**config.mk**
```make
export PLATFORM = sky130hd
export DESIGN_NAME = indexed_ordered_list
export DESIGN_NICKNAME = d
export VERILOG_FILES = /design/src/rtl/iol_pkg.sv /design/src/rtl/iol_cell.sv /design/src/rtl/indexed_ordered_list.sv
export SDC_FILE = /design/constraint.sdc
export NUM_CORES = 1
export LEC_CHECK = 0
export ABC_AREA = 0
export BUFFER_PORTS_ARGS = -buffer_cell sky130_fd_sc_hd__buf_4
export CAP_MARGIN = 10
export CORE_MARGIN = 4
export CORE_UTILIZATION = 63
export DETAILED_ROUTE_END_ITERATION = 8
export PLACE_DENSITY_LB_ADDON = 0.08
export SKIP_CTS_REPAIR_TIMING = 1
export SYNTH_ARGS = -nofsm -noshare
export SYNTH_HDL_FRONTEND = slang
export SYNTH_SLANG_ARGS = --single-unit
```
**constraint.sdc**
```tcl
create_clock -name clk_i -period 6.8 [get_ports clk_i]
set_input_delay 0.34 -clock clk_i [delete_from_list [all_inputs] [get_ports clk_i]]
set_output_delay 0.34 -clock clk_i [all_outputs]
set_load 0.05 [all_outputs]
```
**src/rtl/iol_pkg.sv**
```systemverilog
// Package for the indexed ordered list: sizes, request and status codes, cell control.
package iol_pkg;

  localparam int unsigned CAPACITY   = 16;
  localparam int unsigned DATA_WIDTH = 32;

  // fixed port widths
  localparam int unsigned TYPE_W  = 2;
  localparam int unsigned VALUE_W = 32;
  localparam int unsigned POS_W   = 4;
  localparam int unsigned STAT_W  = 2;
  localparam int unsigned COUNT_W = 5;

  // internal widths
  localparam int unsigned CNT_W = $clog2(CAPACITY + 1);
  localparam int unsigned CMP_W = (CNT_W > POS_W) ? CNT_W : POS_W;

  typedef enum logic [TYPE_W-1:0] {
    REQ_APPEND = 2'd0,
    REQ_READ   = 2'd1,
    REQ_REMOVE = 2'd2
  } req_e;

  typedef enum logic [STAT_W-1:0] {
    ST_OK    = 2'd0,
    ST_RANGE = 2'd1,
    ST_FULL  = 2'd2
  } status_e;

  // control broadcast to every cell in the chain
  typedef struct packed {
    logic             append;
    logic             remove;
    logic             read;
    logic [CMP_W-1:0] pos;
    logic [CMP_W-1:0] count;
  } iol_ctrl_t;

endpackage

```
**src/rtl/iol_cell.sv**
```systemverilog
// One list slot: holds a value, loads on append, takes its neighbor's value on remove.
module iol_cell (
  input  logic                          clk_i,
  input  logic [iol_pkg::CMP_W-1:0]     index_i,
  input  iol_pkg::iol_ctrl_t            ctrl_i,
  input  logic [iol_pkg::DATA_WIDTH-1:0] append_value_i,
  input  logic [iol_pkg::DATA_WIDTH-1:0] next_value_i,
  output logic [iol_pkg::DATA_WIDTH-1:0] value_o,
  output logic [iol_pkg::DATA_WIDTH-1:0] hit_value_o
);
  import iol_pkg::*;

  logic [DATA_WIDTH-1:0] value_q, value_d;

  // slot update: append lands at the tail, remove shifts later slots forward
  always_comb begin
    value_d = value_q;
    if (ctrl_i.append && (index_i == ctrl_i.count)) begin
      value_d = append_value_i;
    end else if (ctrl_i.remove && (index_i >= ctrl_i.pos)) begin
      value_d = next_value_i;
    end
  end

  always_ff @(posedge clk_i) begin
    value_q <= value_d;
  end

  assign value_o = value_q;

  // read tap, zero unless this slot is addressed
  assign hit_value_o = (ctrl_i.read && (index_i == ctrl_i.pos)) ? value_q : '0;

endmodule

```
**src/rtl/indexed_ordered_list.sv**
```systemverilog
// Top level of the indexed ordered list: request decode, cell chain and result register.
//
//  channel | valid      | ready      | payload
//  --------+------------+------------+----------------------------------------
//  request | in_valid_i | in_ready_o | req_type_i, item_value_i, position_i
//  result  | out_valid_o| out_ready_i| read_value_o, status_o, entry_count_o
//
// The cell chain shifts every later entry toward the front in the same edge that
// accepts the request, so one request per cycle is sustained while the result is
// drained. The result is loaded into an output register by the accepting edge.
// A request is taken while that register is empty or being drained this cycle.
// Reset empties the list; slot contents are not cleared.
module indexed_ordered_list (
  input  logic                        clk_i,
  input  logic                        rst_ni,
  input  logic                        in_valid_i,
  output logic                        in_ready_o,
  input  logic [iol_pkg::TYPE_W-1:0]  req_type_i,
  input  logic [iol_pkg::VALUE_W-1:0] item_value_i,
  input  logic [iol_pkg::POS_W-1:0]   position_i,
  output logic                        out_valid_o,
  input  logic                        out_ready_i,
  output logic [iol_pkg::VALUE_W-1:0] read_value_o,
  output logic [iol_pkg::STAT_W-1:0]  status_o,
  output logic [iol_pkg::COUNT_W-1:0] entry_count_o
);
  import iol_pkg::*;

  logic                  accept;
  logic [CMP_W-1:0]      pos_ext;
  logic [CMP_W-1:0]      count_ext;
  logic                  in_range;
  logic                  not_full;
  iol_ctrl_t             ctrl;
  status_e               status;
  logic [CNT_W-1:0]      held_count_q, held_count_d;
  logic                  out_valid_q;
  logic [STAT_W-1:0]     status_q;
  logic [CNT_W-1:0]      count_q;
  logic [DATA_WIDTH-1:0] read_q;
  logic [DATA_WIDTH-1:0] append_value;
  logic [DATA_WIDTH-1:0] read_sel;

  logic [DATA_WIDTH-1:0] cell_value [CAPACITY];
  logic [DATA_WIDTH-1:0] cell_hit   [CAPACITY];
  logic [DATA_WIDTH-1:0] cell_next  [CAPACITY];

  assign in_ready_o = !out_valid_q || out_ready_i;
  assign accept     = in_valid_i && in_ready_o;

  assign pos_ext      = CMP_W'(position_i);
  assign count_ext    = CMP_W'(held_count_q);
  assign in_range     = pos_ext < count_ext;
  assign not_full     = held_count_q < CNT_W'(CAPACITY);
  assign append_value = DATA_WIDTH'(item_value_i);

  // request decode
  always_comb begin
    ctrl         = '0;
    ctrl.pos     = pos_ext;
    ctrl.count   = count_ext;
    status       = ST_RANGE;
    held_count_d = held_count_q;
    case (req_type_i)
      REQ_APPEND: begin
        if (not_full) begin
          status       = ST_OK;
          ctrl.append  = accept;
          held_count_d = held_count_q + CNT_W'(1);
        end else begin
          status = ST_FULL;
        end
      end
      REQ_READ: begin
        if (in_range) begin
          status    = ST_OK;
          ctrl.read = 1'b1;
        end
      end
      REQ_REMOVE: begin
        if (in_range) begin
          status       = ST_OK;
          ctrl.remove  = accept;
          held_count_d = held_count_q - CNT_W'(1);
        end
      end
      default: begin
        status = ST_RANGE;
      end
    endcase
  end

  // cell chain; the last slot takes don't-care data on a shift
  for (genvar i = 0; i < CAPACITY; i++) begin : g_cell
    if (i == CAPACITY - 1) begin : g_tail
      assign cell_next[i] = '0;
    end else begin : g_link
      assign cell_next[i] = cell_value[i+1];
    end

    iol_cell u_cell (
      .clk_i          (clk_i),
      .index_i        (CMP_W'(i)),
      .ctrl_i         (ctrl),
      .append_value_i (append_value),
      .next_value_i   (cell_next[i]),
      .value_o        (cell_value[i]),
      .hit_value_o    (cell_hit[i])
    );
  end

  // at most one tap is nonzero
  always_comb begin
    read_sel = '0;
    for (int i = 0; i < CAPACITY; i++) begin
      read_sel = read_sel | cell_hit[i];
    end
  end

  // list count
  always_ff @(posedge clk_i or negedge rst_ni) begin
    if (!rst_ni) begin
      held_count_q <= '0;
    end else if (accept) begin
      held_count_q <= held_count_d;
    end
  end

  // result register
  always_ff @(posedge clk_i or negedge rst_ni) begin
    if (!rst_ni) begin
      out_valid_q <= 1'b0;
    end else if (accept) begin
      out_valid_q <= 1'b1;
    end else if (out_ready_i) begin
      out_valid_q <= 1'b0;
    end
  end

  always_ff @(posedge clk_i) begin
    if (accept) begin
      status_q <= status;
      count_q  <= held_count_d;
      read_q   <= read_sel;
    end
  end

  assign out_valid_o   = out_valid_q;
  assign status_o      = status_q;
  assign entry_count_o = COUNT_W'(count_q);
  assign read_value_o  = VALUE_W'(read_q);

endmodule
```
### Word-level counts from Yosys, hierarchy flattened

Cells that the tools add are included.

* output and inout port bits: 41
* bits of input ports: 42
* register bits: 557
* word-level logic and storage cells: 222

* eq/ne operators: 32
* bitwise logic cells: 15
* multiplexer cells: 62
* reductions and logical operators: 72
* add/subtract/negate cells: 2
* magnitude comparators: 18

Operators with widths (number)
* $mux W32: 48
* $or A32 B32 Y32: 15
* $logic_and A1 B1 Y1: 49
* $eq A4 B5 Y1 const A: 8
* $reduce_bool A2 Y1: 17
* $eq A4 B4 Y1 const A: 8
* $ge A4 B4 Y1 const A: 8
* $eq A3 B5 Y1 const A: 4
* $eq A3 B4 Y1 const A: 4
* $ge A3 B4 Y1 const A: 4
* $eq A2 B5 Y1 const A: 2
* $logic_not A5 Y1: 2
* $mux W5: 2
* $pmux W5 S2: 1
* $mux W1: 9
* $eq A2 B4 Y1 const A: 2
* $ge A1 B4 Y1 const A: 2
* $ge A2 B4 Y1 const A: 2
* $add A5 B1 Y5 const B: 1
* $eq A1 B5 Y1 const A: 1
* $lt A4 B5 Y1: 1
* $lt A5 B5 Y1 const B: 1
* $sub A5 B1 Y5 const B: 1
* $eq A1 B4 Y1 const A: 1
* other kinds (8): 8

### Depth between registers and ports, before layout

Gate-level depths: netlist (run 1).

* depth after elaboration: 20
* gate-level depth with buffers: 9
* gate-level depth less buffers: 7

### Hierarchy

Synthesis (run 1) repeated with hierarchy kept, for this count alone.

* cell total of the unflattened synthesis: 2358
* area, all modules: 33348.2 um2

By module, submodules not included
* iol_cell: instances 16, area each 1903.1 um2, sequential area each 960.9 um2, cells an instance 129
* indexed_ordered_list: instances 1, area each 2899.0 um2, sequential area each 1321.3 um2, cells an instance 294

### Worst setup path before layout (run 1)

Ideal clock, no wire load.

* kind: reg2reg
* start point: reg out_valid_q (netlist: out_valid_o)
* end point: reg g_cell[1].u_cell.value_q[0] (enable)
* library setup time: 0.511 ns
* slack: 0.833 ns
* path buffers: 1
* data arrival time: 5.456 ns
* cell stages (with the launch flop): 7
* cell sequence: dfrtp_1 nand2b_2 nand2_2 inv_4 buf_2 o211ai_1 o41ai_1

* word-level cells in the longest chain between the ends: 7
* elaborated cells between the ends (all ways): 10

RTL lines
* start: declaration: RTL line indexed_ordered_list.sv:37 `logic out_valid_q;`
* start signal: assignment: RTL line indexed_ordered_list.sv:132 `out_valid_q <= 1'b0;`
* start signal: assignment: RTL line indexed_ordered_list.sv:134 `out_valid_q <= 1'b1;`
* start signal: assignment: RTL line indexed_ordered_list.sv:136 `out_valid_q <= 1'b0;`
* $logic_not A1 Y1 *: RTL line indexed_ordered_list.sv:48 `assign in_ready_o = !out_valid_q || out_ready_i;`
* $logic_or A1 B1 Y1 *: RTL line indexed_ordered_list.sv:48
* named net in_ready_o: RTL line indexed_ordered_list.sv:17 `output logic in_ready_o,`
* $logic_and A1 B1 Y1 *: RTL line indexed_ordered_list.sv:49 `assign accept = in_valid_i && in_ready_o;`
* named net accept: RTL line indexed_ordered_list.sv:29 `logic accept;`
* $mux W1, on equally long branches: RTL line indexed_ordered_list.sv:81, indexed_ordered_list.sv:66
* $mux W1: RTL line indexed_ordered_list.sv:64 `case (req_type_i)`
* $logic_and A1 B1 Y1, on equally long branches: RTL line iol_cell.sv:20, iol_cell.sv:18
* $reduce_bool A2 Y1 (no source line) *
* end signal: assignment: RTL line iol_cell.sv:26 `value_q <= value_d;`
* end: declaration: RTL line iol_cell.sv:13 `logic [DATA_WIDTH-1:0] value_q, value_d;`

Mark *: on every way through the listed nets, which the timed path passes. The rest lies on a longest branch.
A chain may end at the register's enable or synchronous reset.

### Worst setup path in the final report (run 1)

* start point: reg held_count_q[2] (netlist: count_ext[2])
* end point: reg g_cell[5].u_cell.value_q[14] (enable)

* word-level cells in the longest chain between the ends: 5
* elaborated cells between the ends (all ways): 10

RTL lines
* start: declaration: RTL line indexed_ordered_list.sv:36 `logic [CNT_W-1:0] held_count_q, held_count_d;`
* start signal: assignment: RTL line indexed_ordered_list.sv:125 `held_count_q <= held_count_d;`
* $lt A4 B5 Y1 / $lt A5 B5 Y1 (equally long branches): RTL line indexed_ordered_list.sv:53, indexed_ordered_list.sv:54
* $mux W1, on equally long branches: RTL line indexed_ordered_list.sv:81, indexed_ordered_list.sv:66
* $mux W1: RTL line indexed_ordered_list.sv:64
* $logic_and A1 B1 Y1, on equally long branches: RTL line iol_cell.sv:20, iol_cell.sv:18
* $reduce_bool A2 Y1 (no source line) *
* end signal: assignment: RTL line iol_cell.sv:26
* end: declaration: RTL line iol_cell.sv:13

Every way passes the cells marked *; elsewhere a longest branch is shown, timed or not.

==> results of run 1 <==
[layout by cell type, fill, tap and decap left out, drive strengths merged, types with 15 or more instances in the layout]
cell	netlist	layout
edfxtp	551	551
mux2	518	518
buf	98	115
clkbuf	51	74
mux4	67	67
nand2	66	66
a22oi	42	42
and2	38	38
nor2	37	37
o21ai	31	31
nand3	30	30
clkinv	1	28
a221oi	26	26
a21oi	25	25
mux2i	22	22
o22ai	17	17
o211ai	15	15
[worst register-to-register path, stage by stage (launching register included)]
cell and delay, ps:
dfrtp_1 690, inv_1 170, ha_1 330, a21oi_1 260, o21ai_2 160, a21oi_2 340
o211ai_1 130, buf_4 300, o32ai_4 800, buf_4 490
[sequential cells by signal (all words and copies together), names as in the netlist]
register and cells:
entry_count_o 5, count_ext 5, read_value_o 32, g_cell.u_cell.value_o 512
out_valid_o 1, status_o 2
[stage by stage]
step / utilization / cells
finish: 0.708 / 2419
global route: 0.708 / 2419
CTS: 0.707 / 2417
detailed placement: 0.668 / 2314
global placement: 0.667 / 2311
floorplan: - / 1763
[how the worst min path moves through the flow]
stage	from	to	slack [ps]
global route	out_ready_i	out_valid_o$_DFFE_PN0P_	30
finish	out_ready_i	out_valid_o$_DFFE_PN0P_	30
global placement	rst_ni	count_ext[0]$_DFFE_PN0P_	160
detailed placement	rst_ni	count_ext[1]$_DFFE_PN0P_	160
CTS	rst_ni	count_ext[2]$_DFFE_PN0P_	-500
floorplan	rst_ni	count_ext[0]$_DFFE_PN0P_	40
[routing by layer]
layer / up-vias / wire, µm / track usage
met3: 151 / 9910 / 0.105
met1: 8735 / 31800 / 0.482
met5: - / 29 / 0
li1: 7116 / - / -
met4: 6 / 2240 / 0.0950
met2: 1080 / 33200 / 0.459
[cell type report]
| class | count | area (µm²) |
|---|---|---|
| flip-flops and latches | 557 | 16700 |
| fillers | 2960 | 12700 |
| repair buffers | 117 | 956 |
| multi-input cells | 1042 | 10700 |
| clock buffers | 74 | 1510 |
| inverters | 15 | 58.8 |
| clock inverters | 29 | 184 |
| well taps | 585 | 732 |
[cell families (layout without fill, tap and decap cells)]
| group | after synthesis | after routing | share of synthesized area |
|---|---|---|---|
| multiplexers | 607 | 607 | 0.270 |
| flip-flops | 557 | 557 | 0.596 |
| buffers and inverters | 164 | 235 | 0.0320 |
| AO/OA/AOI/OAI | 228 | 228 | 0.0600 |
| adder cells (fa/ha/maj) | 11 | 11 | 0.00491 |
| AND/OR/NAND/NOR | 196 | 196 | 0.0372 |
[power breakdown]
part           total, mW  internal (mW)  switching (mW)
combinational      0.898          0.302           0.597
clock               2.94           1.63            1.31
sequential          3.99           3.90          0.0947
total               7.83           5.83            2.01
==> out/qor.yml, run 1 <==
run_status:
  status: "complete, no violations"
die:
  core_area_um2: 43600
  io_pins: 83
  dieArea_um2: 47900
  die_x_um: 219
  start_util: 0.643
  row_count: 76
  die_h_um: 219
critical_path:
  path_depth: 9
  r2r_cells: 9
  critPathMaxStageDelay_ps: 790
  path_cells: "inv_1 -> ha_1 -> a21oi_1 -> o21ai_2 -> a21oi_2 -> o211ai_1 -> buf_4 -> o32ai_4 -> buf_4"
  endpoint_kind: "register"
  regToRegEndpoint: "g_cell[5].u_cell.value_o[14]$_DFFE_PP_"
  critPathKind: "reg2reg"
  crit_path_frequent_cell: "buf_4"
  regToRegStartpoint: "count_ext[2]$_DFFE_PN0P_"
  arrival_ps: 4300
  cp_max_fo: 19
  path_delay_family: "compound AO/OA/AOI/OAI gates"
  cp_num_buf_inv: 3
  startpoint: "count_ext[2]$_DFFE_PN0P_"
  worst_ep_required_time_ps: 7070
  critPathSlowestCell: "o32ai_4"
  startpoint_type: "register"
  critPathCapture: "g_cell[5].u_cell.value_o[14]$_DFFE_PP_"
  r2r_slack_ps: 2770
logic_synthesis:
  ys_warn_count: 0
  synth-edff-count: 551
  synthCells: 1763
  seq_area_frac_synth: 0.596
  yosys.area.top_type_share: 0.591
  netlist.top_cell.by_area: "edfxtp_1"
  ys_top_cells_by_count: "551 x edfxtp_1, 452 x mux2_2, 67 x mux4_2"
  synth_cell_types: 67
  synthArstFlopShare: 0.0108
  synthTopCellsByArea: "edfxtp_1 59%, mux2_2 18%, mux4_2 5.4%"
  syn_area_um2: 28000
  synth_most_common_cell: "edfxtp_1"
  synth_area_per_cell_um2: 15.9
  synth_flop_cell: "edfxtp_1"
  syn-num-nets: 1816
  ys_ff_latch: 557
hold_path:
  hp-class: "in2reg"
  worst_hold_path.num_cells: 3
cts:
  cts.sinks: 557
  h-tree-depth: 2
  ctsRootBufferMaster: "clkbuf_16"
  clkLatencyLatePin_ps: 620
  cts_made_buffers: 57
  cts_buffer_depth: 3
  clkTransAtPathRegs_ps: 60
  tritoncts: "yes"
global_routing:
  overflow: 0
  antenna_found_initial: 5
  grt_pass1_wl_um: 114000
  grt_max_degree: 102
  grt_pass1_vias: 16900
  grt_use_total: 0.323
final_layout:
  n_antenna_cell: 0
  drive_above_1_share: 0.411
  area_delta_synth_final_pct: 10.0
  finalNetCount: 1843
  post-route-cell-area_um2: 30800
placement:
  dp_hpwl_um: 46800
  dp_slack_ps: 2890
  numPortBuffers: 82
  dpl_cell_area_um2: 29100
  place.gp.congestion: 0.910
route:
  wl_per_cell_um: 31.9
  via_count: 17100
  drtIter0Drc: 2322
  firstDrtPassIters: 7
  wirelength_um: 77200
  via_per_inst: 7.06
  ant_nets: 0
  remaining_drc_errors: 0
timing:
  fin_crit_ps: 4030
  slew_headroom: 0.147
  tightest_slew_ps: 1280
  period_share: 0.592
  whs_ps: 34.2
  rsz0062_at_grt: "false"
  tns_ps: 0
  finClkSkew_ps: 21.6
  fmax_mhz: 248
  drv_slew: 0
  setup_violations: 0
  hold_viol: 0
  fin_ws_ps: 2770
power_and_ir_drop:
  power_density_nw_per_um2: 254
  finalPower_mw: 7.83
  leakagePower_nw: 10.0
  ir_drop_mv: 0.208
run:
  max_cap_violations: 0
Power figures use the tool's default switching activity.
==> run 2, diff against run 1 <==
- clock period: 6.8 -> 4.2 ns (I/O delays scaled with it)
==> run 2 against run 1 <==
  * Design area increased by 1.4%
  * First-iteration DRC count is 5.2% lower
  * Clock skew fell by 3.7 ps
  * Power is 62% higher
  * Via count about the same
  * Register-to-register slack got worse by 2100 ps
  * Critical path depth stayed put
  * Largest power group unchanged
  * Count of clock-buffer cells in the layout down 6
  * Global-route usage grew 0.39 points
  * Sequential cell count did not move
==> out/qor.yml, run 2 (synthesis results as in run 1) <==
run_status:
  status: "complete, no violations"
global_routing:
  grt_pass1_vias: 17000
  grt_use_total: 0.327
  antenna_found_initial: 1
  overflow: 0
  grt_max_degree: 45
  grt_pass1_wl_um: 115000
critical_path:
  arrival_ps: 3740
  regToRegStartpoint: "count_ext[2]$_DFFE_PN0P_"
  startpoint_type: "register"
  critPathKind: "reg2reg"
  r2r_slack_ps: 710
  worst_ep_required_time_ps: 4450
  cp_max_fo: 26
  startpoint: "count_ext[2]$_DFFE_PN0P_"
  endpoint_kind: "register"
cts:
  cts_buffer_depth: 3
  cts.sinks: 557
  tritoncts: "yes"
  clkLatencyLatePin_ps: 620
  cts_made_buffers: 57
  clkTransAtPathRegs_ps: 60
  h-tree-depth: 2
  ctsRootBufferMaster: "clkbuf_16"
final_layout:
  final_cell_mix: "551 x edfxtp_1, 452 x mux2_2, 141 x buf_4"
  fin_cells: 2459
  finalNetCount: 1885
  post-route-cell-area_um2: 31300
  utilization: 0.718
  fillers: 2880
  n_antenna_cell: 0
  area_delta_synth_final_pct: 11.5
  largest_reg_flops: 512
  layout_commonest_cell: "edfxtp_1"
  drive_above_1_share: 0.424
placement:
  numPortBuffers: 82
  dp_slack_ps: 787
  place.gp.congestion: 0.921
  dpl_cell_area_um2: 29500
  dp_hpwl_um: 50000
  dp_cells: 2354
die:
  start_util: 0.643
  dieArea_um2: 47900
  row_count: 76
  io_pins: 83
  core_area_um2: 43600
  die_h_um: 219
  die_x_um: 219
power_and_ir_drop:
  ir_drop_mv: 0.364
  switching_share: 0.255
  p_comb_frac: 0.119
  switchingPower_mw: 3.23
  leakagePower_nw: 10.2
  power_density_nw_per_um2: 406
  pwr-share-seq: 0.507
  power_frac_clock: 0.374
  p_int_mw: 9.46
timing:
  tightest_slew_ps: 1170
  fin_ws_ps: 712
  setup_violations: 0
  slew_headroom: 0.218
  rsz0062_at_grt: "false"
  finClkSkew_ps: 17.9
  fmax_mhz: 287
  period_share: 0.831
  hold_viol: 0
  drv_slew: 0
  fin_crit_ps: 3490
route:
  ant_nets: 0
  remaining_drc_errors: 0
  firstDrtPassIters: 7
  wl_per_cell_um: 31.7
  via_per_inst: 6.95
  drtIter0Drc: 2202
  via_count: 17100
  wirelength_um: 77900
hold_path:
  hp-class: "in2reg"
  hold_path_startpoint: "item_value_i[31]"
run:
  max_cap_violations: 0
## run 2: changes by cell type in the layout (fill, tap and decap cells not counted), moves of 2 or more
cell / before / now
dlygate4sd3_1: 2 / 4
buf_16: 2 / 0
clkbuf_1: 16 / 10
buf_12: 2 / 12
clkinv_1: 19 / 21
inv_6: 0 / 2
buf_4: 109 / 141
## run 2: critical path, cell delays in order, from the launching register on
cell and delay (ps):
dfrtp_1 660, inv_1 170, ha_1 320, a21oi_1 230, o21ai_2 150, a21oi_2 340
o211ai_1 130, buf_4 310, o32ai_4 260, buf_4 500
## run 2: through the flow
step                      power [mW]  hold slack (ps)  TNS [ps]
after CTS                       12.7             -632         0
after global placement          7.99             30.9         0
after global routing            13.1             29.8         0
final                           12.7             27.0         0
after floorplan                 7.47            -85.6    -10380
after detailed placement        8.02             31.9         0
## run 2: worst paths after layout
kind,end,depth (start not counted)
max,g_cell[5].u_cell.value_o[25]$_DFFE_PP_,9
min,g_cell[15].u_cell.value_o[31]$_SDFFCE_PN0P_,2
max reg2reg,g_cell[5].u_cell.value_o[25]$_DFFE_PP_,9
min reg2reg,g_cell[14].u_cell.value_o[4]$_DFFE_PP_,1
max in group asynchronous,out_valid_o$_DFFE_PN0P_,3
min in group asynchronous,count_ext[1]$_DFFE_PN0P_,3
## run 2: cell type report
class	instances	area [µm²]	share of cell area
multi-input combinational	1042	10700	0.342
clock buffer	68	1490	0.0476
clock inverter	33	224	0.00717
timing repair buffer	159	1360	0.0436
tap	585	732	0.0234
sequential	557	16700	0.534
inverter	15	58.8	0.00188
## run 2: power by group through the flow
stage	Clock, mW	Sequential, mW	Combinational (mW)
after floorplan	0	6.61	0.866
after global placement	0	6.54	1.45
after detailed placement	0	6.55	1.47
after CTS	4.81	6.43	1.48
after global routing	5.03	6.45	1.58
final	4.74	6.43	1.51
## run 2: routing by layer
metal,GRT usage,share of wire,up-vias
met5,0,0.00017,-
met4,0.0929,0.027,2
met3,0.0630,0.11,130
met2,0.491,0.45,1055
met1,0.494,0.41,8727
li1,-,-,7187
==> run 3, diff against run 2 <==
- clock period: 4.2 -> 3.4 ns (I/O delays scaled with it)
==> run 3 against run 2 <==
  * Non-clock buffer count grew 31
  * Wire length down 2.3%
  * Die area did not move
  * Sequential cell count unchanged
  * Sequential share of layout area is 0.91 points lower
  * Hold slack got worse by 25 ps
  * Combinational power up 28%
  * Largest cell class unchanged
==> out/qor.yml, run 3 (synthesis results as in run 1) <==
run_status:
  status: "complete, no violations"
global_routing:
  grt_use_total: 0.319
  grt_pass1_vias: 17300
  grt_pass1_wl_um: 113000
  grt_max_degree: 67
  overflow: 0
  antenna_found_initial: 0
die:
  die_x_um: 219
  io_pins: 83
  dieArea_um2: 47900
  die_h_um: 219
  row_count: 76
  core_area_um2: 43600
  start_util: 0.643
route:
  ant_nets: 0
  firstDrtPassIters: 7
  via_count: 17300
  drtIter0Drc: 2459
  wirelength_um: 76100
  via_per_inst: 6.95
  remaining_drc_errors: 0
  wl_per_cell_um: 30.5
placement:
  dp_slack_ps: 432
  place.gp.congestion: 0.934
  dp_hpwl_um: 46600
  numPortBuffers: 82
critical_path:
  endpoint_kind: "register"
  critPathMaxStageDelay_ps: 420
  r2r_slack_ps: 370
  path_delay_family: "compound AO/OA/AOI/OAI gates"
  cp_num_buf_inv: 3
  startpoint: "count_ext[1]$_DFFE_PN0P_"
  r2r_cells: 9
  regToRegStartpoint: "count_ext[1]$_DFFE_PN0P_"
  regToRegEndpoint: "g_cell[15].u_cell.value_o[7]$_SDFFCE_PN0P_"
  worst_ep_required_time_ps: 3710
  critPathKind: "reg2reg"
  arrival_ps: 3340
  startpoint_type: "register"
  path_cells: "inv_1 -> ha_1 -> a21oi_1 -> o21ai_2 -> a21oi_2 -> o211ai_1 -> buf_4 -> o21ai_4 -> buf_12"
  cp_max_fo: 17
  critPathSlowestCell: "dfrtp_1"
power_and_ir_drop:
  power_frac_clock: 0.389
  leakagePower_nw: 10.5
  switchingPower_mw: 4.02
  p_int_mw: 12.1
  pwr-share-seq: 0.491
  p_comb_frac: 0.120
  power_density_nw_per_um2: 507
  ir_drop_mv: 0.532
  finalPower_mw: 16.1
  switching_share: 0.250
cts:
  cts_made_buffers: 57
  cts_buffer_depth: 3
  h-tree-depth: 2
  cts.sinks: 557
  ctsRootBufferMaster: "clkbuf_16"
  clkTransAtPathRegs_ps: 60
  clkLatencyLatePin_ps: 620
  tritoncts: "yes"
final_layout:
  layout_commonest_cell: "edfxtp_1"
  final_cell_mix: "551 x edfxtp_1, 452 x mux2_2, 148 x buf_4"
  largest_reg_flops: 512
  drive_above_1_share: 0.429
  finalNetCount: 1916
  area_delta_synth_final_pct: 13.5
  n_antenna_cell: 0
hold_path:
  hold_path_startpoint: "item_value_i[3]"
  holdPathEnd: "g_cell[15].u_cell.value_o[3]$_SDFFCE_PN0P_"
  worst_hold_path.num_cells: 2
  hp-class: "in2reg"
run:
  max_cap_violations: 0
timing:
  drv_slew: 0
  period_share: 0.891
  tns_ps: 0
  slew_headroom: 0.335
  setup_violations: 0
  finClkSkew_ps: 22.5
  fin_crit_ps: 3030
  rsz0062_at_grt: "false"
  hold_viol: 0
  tightest_slew_ps: 995
  fmax_mhz: 330
  fin_ws_ps: 371
==> run 3: cell types whose count changed in the layout (fill, tap and decap cells not counted), sizes merged <==
cell / change
buf: +18
dlygate4sd3: +13
clkbuf: +6
clkinv: -6
bufinv: +4
clkinvlp: +4
inv: -3
==> run 3: power groups by stage <==
stage	logic [mW]	clock network (mW)	registers [mW]
floorplan	1.08	0	8.16
global placement	1.84	0	8.04
detailed placement	1.87	0	8.05
CTS	1.88	6.34	7.91
global route	2.02	6.64	7.93
finish	1.93	6.27	7.91
==> run 3: final cells by class <==
| class | count | area [µm²] |
|---|---|---|
| inverter | 15 | 58.8 |
| clock inverter | 32 | 320 |
| tap | 585 | 732 |
| timing repair buffer | 190 | 1760 |
| clock buffer | 74 | 1530 |
| sequential | 557 | 16700 |
| fill | 2791 | 11800 |
| multi-input combinational | 1042 | 10700 |
==> run 3: how the worst max path moves through the flow <==
stage / endpoint / slack (ps) / cells past startpoint
3_5_place_dp: g_cell[15].u_cell.value_o[3]$_SDFFCE_PN0P_ / 430 / 9
4_1_cts: g_cell[15].u_cell.value_o[7]$_SDFFCE_PN0P_ / 410 / 9
3_3_place_gp: g_cell[15].u_cell.value_o[3]$_SDFFCE_PN0P_ / 520 / 9
2_1_floorplan: g_cell[1].u_cell.value_o[0]$_DFFE_PP_ / 50 / 6
6_report: g_cell[15].u_cell.value_o[7]$_SDFFCE_PN0P_ / 370 / 9
5_1_grt: g_cell[15].u_cell.value_o[3]$_SDFFCE_PN0P_ / 240 / 9
==> run 3: metal layers <==
layer / track usage / vias up / wire length [µm]
li1: - / 7271 / -
met1: 0.469 / 8885 / 30500
met2: 0.495 / 1013 / 35300
met3: 0.0465 / 168 / 7720
met4: 0.108 / 0 / 2550
met5: 0 / - / 0
==> run 3: stage by stage <==
| step | instances | area, µm² | utilization | hold WS, ps |
|---|---|---|---|---|
| 2_1_floorplan | 1763 | 28100 | - | -126 |
| 3_3_place_gp | 2372 | 29800 | 0.684 | -10.9 |
| 3_5_place_dp | 2372 | 29800 | 0.684 | -12.0 |
| 4_1_cts | 2478 | 31600 | 0.726 | -669 |
| 5_1_grt | 2495 | 31800 | 0.730 | 0.998 |
| 6_report | 2495 | 31800 | 0.730 | 2.08 |
==> run 3: worst reg2reg max path, cell delays in order (launching register included) <==
cell	delay [ps]
dfrtp_1	420
inv_1	150
ha_1	210
a21oi_1	290
o21ai_2	170
a21oi_2	330
o211ai_1	200
buf_4	320
o21ai_4	330
buf_12	290
